**config.mk**
```make
export PLATFORM = sky130hd
export DESIGN_NAME = ida_scan
export DESIGN_NICKNAME = d
export VERILOG_FILES = /design/src/sv/ida_pkg.sv /design/src/sv/ida_scan.sv
export SDC_FILE = /design/constraint.sdc
export NUM_CORES = 1
export LEC_CHECK = 0
export BUFFER_PORTS_ARGS = -buffer_cell sky130_fd_sc_hd__buf_2
export CELL_PAD_IN_SITES_DETAIL_PLACEMENT = 1
export CELL_PAD_IN_SITES_GLOBAL_PLACEMENT = 1
export CORE_MARGIN = 2
export CORE_UTILIZATION = 32
export DETAILED_ROUTE_END_ITERATION = 7
export PLACE_DENSITY_LB_ADDON = 0.25
export SLEW_MARGIN = 20
export SYNTH_ARGS = -nofsm -noshare
export SYNTH_HDL_FRONTEND = slang
export SYNTH_SLANG_ARGS = --single-unit
```
**constraint.sdc**
```tcl
create_clock -name vclk -period 2.2
set_input_delay 0.22 -clock vclk [all_inputs]
set_output_delay 0.22 -clock vclk [all_outputs]
set_load 0.005 [all_outputs]
```
**src/sv/ida_pkg.sv**
```systemverilog
package ida_pkg;

    // fixed field widths
    localparam int SLOT_W       = 10;
    localparam int STATUS_W     = 2;
    localparam int S_TDATA_W    = 16;
    localparam int M_TDATA_W    = 16;

    // bitmap word geometry
    localparam int WORD_BITS    = 32;
    localparam int WORD_SHIFT   = 5;

    localparam int SLOT_COUNT_DEF = 1024;

    localparam logic CMD_ALLOC = 1'b0;
    localparam logic CMD_FREE  = 1'b1;

    typedef enum logic [STATUS_W-1:0] {
        ST_OK       = 2'd0,
        ST_FULL     = 2'd1,
        ST_NOT_USED = 2'd2
    } status_t;

    // request to the word search unit
    typedef struct packed {
        logic                  down;      // search towards bit 0
        logic                  first;     // word holding the pointer: apply bound
        logic [WORD_SHIFT-1:0] start_bit; // pointer bit within that word
    } scan_req_t;

    typedef struct packed {
        logic                  hit;
        logic [WORD_SHIFT-1:0] bit_idx;
    } scan_res_t;

endpackage

```
**src/sv/ida_scan.sv**
```systemverilog
module ida_scan
    import ida_pkg::*;
#(
    parameter int SLOT_COUNT = SLOT_COUNT_DEF,
    parameter int NWORDS     = (SLOT_COUNT + WORD_BITS - 1) / WORD_BITS,
    parameter int AW         = (NWORDS > 1) ? $clog2(NWORDS) : 1
) (
    input  logic [WORD_BITS-1:0] word_data,
    input  logic [AW-1:0]        word_idx,
    input  scan_req_t            req,
    output scan_res_t            res
);

    localparam int LAST_WORD = NWORDS - 1;
    localparam int LAST_BITS = SLOT_COUNT - LAST_WORD * WORD_BITS;
    localparam logic [WORD_BITS-1:0] LAST_MASK =
        WORD_BITS'((64'd1 << LAST_BITS) - 64'd1);

    logic [WORD_BITS-1:0] valid_mask;
    logic [WORD_BITS-1:0] ge_mask;
    logic [WORD_BITS-1:0] range_mask;
    logic [WORD_BITS-1:0] free_bits;

    // bits past the last slot never count as free
    assign valid_mask = (word_idx == AW'(LAST_WORD)) ? LAST_MASK : {WORD_BITS{1'b1}};
    assign ge_mask    = {WORD_BITS{1'b1}} << req.start_bit;

    always_comb
    begin
        if (!req.first)
        begin
            range_mask = {WORD_BITS{1'b1}};
        end
        else if (req.down)
        begin
            range_mask = ~ge_mask;
        end
        else
        begin
            range_mask = ge_mask;
        end
    end

    assign free_bits = ~word_data & valid_mask & range_mask;

    // lowest free bit going up, highest going down
    always_comb
    begin
        res.hit     = |free_bits;
        res.bit_idx = '0;
        if (req.down)
        begin
            for (int i = 0; i < WORD_BITS; i++)
            begin
                if (free_bits[i])
                begin
                    res.bit_idx = WORD_SHIFT'(i);
                end
            end
        end
        else
        begin
            for (int i = WORD_BITS - 1; i >= 0; i--)
            begin
                if (free_bits[i])
                begin
                    res.bit_idx = WORD_SHIFT'(i);
                end
            end
        end
    end

endmodule
```
==> results of run 1 <==
[path summary, 6_finish.rpt]
path              startpoint  endpoint  cells past startpoint
hold / removal        req[6]    res[3]                      4
setup / recovery      req[6]    res[0]                     11
[power by group]
part	leakage (uW)	internal (uW)	switching, uW
logic	0.00167	472	539
registers	0	0	0
clock network	0	0	0
[critical path: stages]
cell and delay, ps:
buf_12 120, buf_4 130, nor2b_2 330, a21oi_1 200, o211ai_1 180, buf_4 180
o22ai_1 90, a2111oi_2 440, a2bb2oi_2 200, o211ai_1 130, buf_2 160
[logic make-up (layout without fill, tap and decap cells)]
logic type	after synthesis	in the layout
buf+inv	33	186
compound gates	144	144
simple gates	116	117
mux	9	9
xor+xnor	6	6
[through the flow]
step	worst slack (ps)	hold slack [ps]	instances	power, uW	utilization, %
after global placement	-437	1020	501	663	47.5
after CTS	-189	963	528	831	57.7
after floorplan	8.66	717	308	369	-
final	-421	1010	539	1010	62.0
after global routing	-470	1020	539	1040	62.0
after detailed placement	-495	1070	501	684	47.5
[cell usage after synthesis, types with 3 or more instances]
library cell  count
a2111o_1          3
a211o_1           7
a211oi_1          9
a21o_1            6
a21oi_1          28
a2bb2oi_1         3
a311oi_1          3
a31oi_1           3
and2_1            6
and3_1            3
buf_2             7
buf_4             5
buf_6            11
inv_1             6
mux2i_1           9
nand2_1          22
nand3_1          11
nand3b_1          3
nand4_1           4
nor2_1           28
nor2b_1           4
nor3_1            7
nor4_1            3
o211ai_1         12
o21ai_0          18
o22ai_1           7
o31ai_1           3
or2_2             5
or3_1             3
xnor2_1           5
[per-layer routing]
layer | global-route usage, % | vias up | routed length (um)
met2 | 62.3 | 301 | 7060
met3 | 4.28 | 112 | 1470
met5 | 0 | - | 0
met1 | 42.8 | 1822 | 5890
li1 | - | 1544 | -
met4 | 16.6 | 0 | 1170
[layout make-up]
type	count	area, sq um	share of cell area, %
inverters	7	26.3	0.664
repair buffers	179	1540	38.9
well taps	77	96.3	2.43
multi-input cells	276	2300	58.0
[repair_timing]
| item | 4_1_cts | 5_1_grt |
|---|---|---|
| pin swaps | 37 | 19 |
| gates cloned | 4 | 1 |
| resized for setup | 80 | 35 |
| setup buffers | 23 | 11 |
| endpoints found under the setup margin | 6 | 6 |
==> impl_metrics.json, run 1 <==
{
  "outcome": "finished, violations left",
  "violations": "negative setup slack",
  "core_sq_mm": 0.00639,
  "syn_area_sq_mm": 0.00211,
  "synth_area_per_cell_sq_um": 6.86,
  "synth_top_family_by_area": "compound AO/OA/AOI/OAI gates",
  "synth_mux_area_share_pct": 4.26,
  "fp.dieW_um": 85.3,
  "grt-ovfl-total": 0,
  "port-buffer-count": 45,
  "power.leakage_uw": 0.00167,
  "setup_tns_ps": -1820,
  "dpl.hpwl_mm": 7.84,
  "syn_inst": 308,
  "synth_largest_area_cell": "a21oi_1",
  "dieArea_sq_mm": 0.00727,
  "relSlewSlack_pct": 67.0,
  "mostFrequentLayoutCells": "buf_4, buf_2, nor2_1",
  "tightest_slew_ps": 495,
  "io_pins": 50,
  "vias": 3779,
  "seqCellArea_sq_um": 0,
  "cap_violations": 0,
  "first_iter_violations": 418,
  "layout-drive-gt1-share_pct": 56.5,
  "grt_pass1_wl_mm": 20.4,
  "synth-xor-area-share_pct": 2.49,
  "final-hold-violation-count": 0,
  "gp_congestion": 0.892,
  "end_kind": "output pin",
  "setup_viol": 6,
  "rsz0062_at_grt": "true",
  "seq_cells": 0,
  "track_usage_pct": 35.5,
  "ir_drop_mv": 0.135,
  "hold_buffers": 0,
  "finalWorstSetupSlack_ps": -421,
  "synth_compound_area_share_pct": 52.7,
  "antenna_found_initial": 0,
  "initial_core_util_pct": 33.1,
  "hold_class": "in2out",
  "syn2layout_area_growth_pct": 87.4,
  "fmax_mhz": 381,
  "grt_pass1_vias": 3695,
  "final.fill_count": 772,
  "firstDrtPassIters": 5,
  "synth_cell_types": 79,
  "routed_via_density": 7.01,
  "synthSimpleGateAreaFrac_pct": 29.5,
  "period_minus_slack_ps": 2620,
  "synth-seq-area-share_pct": 0,
  "die_height_um": 85.3,
  "yosysTopAreaCellShare_pct": 6.63,
  "dpl_cell_area_sq_mm": 0.00303,
  "postLayoutCellArea_sq_mm": 0.00396,
  "nClkBuffers": 0,
  "drc": 0,
  "critPathMaxFanout": 9,
  "power.density_mw_per_mm2": 255,
  "final_common_cell": "buf_4",
  "ant_nets": 0,
  "cp-start-kind": "input pin",
  "path_class": "in2out",
  "synth_nets": 352,
  "cp_data_arrival_time_ps": 2400,
  "synth_area_leaders": "a21oi_1, buf_6, nor2_1",
  "grt_max_degree": 18,
  "slew_viol_final": 0,
  "num_rows": 29,
  "cp.required_ps": 1980,
  "period_share_pct": 119,
  "diodes": 0,
  "routed_wirelength_mm": 15.6,
  "post_drt_wl_per_cell_um": 28.9,
  "synthAdderAreaFrac_pct": 0,
  "yosys_warnings": 0,
  "fin_nets": 508
}
No activity file was read; power rests on OpenSTA's default activity.
==> run 2: changes to the inputs <==
--- a/config.mk
+++ b/config.mk
@@ -8,9 +8,11 @@
 export BUFFER_PORTS_ARGS = -buffer_cell sky130_fd_sc_hd__buf_2
 export CELL_PAD_IN_SITES_DETAIL_PLACEMENT = 1
 export CELL_PAD_IN_SITES_GLOBAL_PLACEMENT = 1
+export CORE_ASPECT_RATIO = 0.5
 export CORE_MARGIN = 2
 export CORE_UTILIZATION = 32
 export DETAILED_ROUTE_END_ITERATION = 7
+export GPL_TIMING_DRIVEN = 0
 export PLACE_DENSITY_LB_ADDON = 0.25
 export SLEW_MARGIN = 20
 export SYNTH_ARGS = -nofsm -noshare
==> constraint.sdc (replaced) <==
create_clock -name vclk -period 2.5
set_input_delay 0.25 -clock vclk [all_inputs]
set_output_delay 0.25 -clock vclk [all_outputs]
set_load 0.005 [all_outputs]
==> run 2 against run 1 <==
  * The flow still finishes with violations (negative setup slack)
  * Sequential share of layout area unchanged
  * Worst hold slack better by 83 ps
  * Clock-buffer cell count unchanged
  * Critical path depth up 1
  * Flip-flop and latch count unchanged
  * Final area down 8.3%
  * Wire length down 0.50%
  * First-iteration DRC count up 22%
  * Non-clock buffer count down 51
  * Die area up 0.54%
  * Global-route usage down 0.77 points
  * Largest power group unchanged
==> impl_metrics.json, run 2 (synthesis gave the netlist of run 1 again) <==
{
  "antenna_found_initial": 0,
  "critPathMaxFanout": 6,
  "nClkBuffers": 0,
  "period_minus_slack_ps": 2850,
  "path_class": "in2out",
  "fp.dieW_um": 119,
  "postLayoutCellArea_sq_mm": 0.00363,
  "relSlewSlack_pct": 57.6,
  "tightest_slew_ps": 633,
  "routed_via_density": 7.44,
  "cap_violations": 0,
  "mostFrequentLayoutCells": "buf_4, buf_2, nor2_1",
  "dpl.hpwl_mm": 7.76,
  "initial_core_util_pct": 33.9,
  "violations": "negative setup slack",
  "grt_pass1_wl_mm": 19.3,
  "diodes": 0,
  "grt-ovfl-total": 0,
  "grt_max_degree": 11,
  "end_kind": "output pin",
  "die_height_um": 61.5,
  "fin_nets": 456,
  "power.density_mw_per_mm2": 229,
  "dp.cells": 438,
  "outcome": "finished, violations left",
  "hold_buffers": 0,
  "fmax_mhz": 351,
  "post_drt_wl_per_cell_um": 31.1,
  "gp_congestion": 0.985,
  "dpl_cell_area_sq_mm": 0.00243,
  "routed_wirelength_mm": 15.5,
  "cp-start-kind": "input pin",
  "drc": 0,
  "dieArea_sq_mm": 0.00731,
  "rsz0062_at_grt": "true",
  "first_iter_violations": 509,
  "setup_viol": 6,
  "ir_drop_mv": 0.0807,
  "cp.required_ps": 2250,
  "ant_nets": 0,
  "track_usage_pct": 34.7,
  "dp_slack_ps": -359,
  "power.leakage_uw": 0.00143,
  "final-hold-violation-count": 0,
  "hold_path_depth": 5,
  "finish.utilization_pct": 58.3,
  "final_common_cell": "buf_4",
  "finalWorstSetupSlack_ps": -353,
  "stdcell_count": 498,
  "port-buffer-count": 42,
  "hold_class": "in2out",
  "vias": 3706,
  "period_share_pct": 114,
  "seq_cells": 0,
  "core_sq_mm": 0.00623,
  "power_uw": 830,
  "grt_pass1_vias": 3271,
  "io_pins": 50,
  "seqCellArea_sq_um": 0,
  "cp_data_arrival_time_ps": 2600,
  "slew_viol_final": 0,
  "firstDrtPassIters": 6,
  "num_rows": 20,
  "layout-drive-gt1-share_pct": 51.2,
  "syn2layout_area_growth_pct": 71.8
}
[run 2: cell types whose count changed in the layout (fill, tap and decap cells not counted), sizes merged]
cell and change:
nand2b -1, buf -51
[run 2: power by group]
group / internal [uW] / total, uW / leakage (uW) / switching (uW)
clock: 0 / 0 / 0 / 0
sequential: 0 / 0 / 0 / 0
combinational: 362 / 830 / 0.00143 / 468
total: 362 / 830 / 0.00143 / 468
[run 2: area by class of cell]
type               instances  area, sq um
multi-input cells        275         2290
well taps                 88          110
inverters                  7         26.3
repair buffers           104          903
plain buffers             24          304
fillers                  747         2600
[run 2: repair_timing]
item	in CTS	in global routing
gates resized for setup	89	51
setup endpoints to repair	6	6
cloned	6	1
pin swaps	38	28
setup buffers	35	20
[run 2: stage by stage]
step / TNS (ps) / hold slack (ps)
after floorplan: 0 / 777
after CTS: -190 / 1030
after global placement: -1390 / 1020
final: -1650 / 1090
after global routing: -2060 / 1110
after detailed placement: -1650 / 1020
[run 2: final timing paths]
kind	startpoint	end	slack [ps]
worst max-delay path	req[3]	res[0]	-350
worst min-delay path	req[6]	res[2]	1090
[run 2: metal layers]
metal	track usage [%]	wire length, um	up-vias
li1	-	-	1441
met1	43.9	5980	1759
met2	58.7	6380	361
met3	10.0	2040	143
met4	11.4	1040	2
met5	0	62	-
[run 2: critical path, cell delays in order]
cell and delay (ps):
buf_6 110, buf_6 140, buf_8 150, bufbuf_16 270, a211oi_4 210, nand2_1 130
o211ai_1 220, o21ai_0 220, a211oi_1 340, o21ai_0 130, o211ai_1 260, buf_2 160
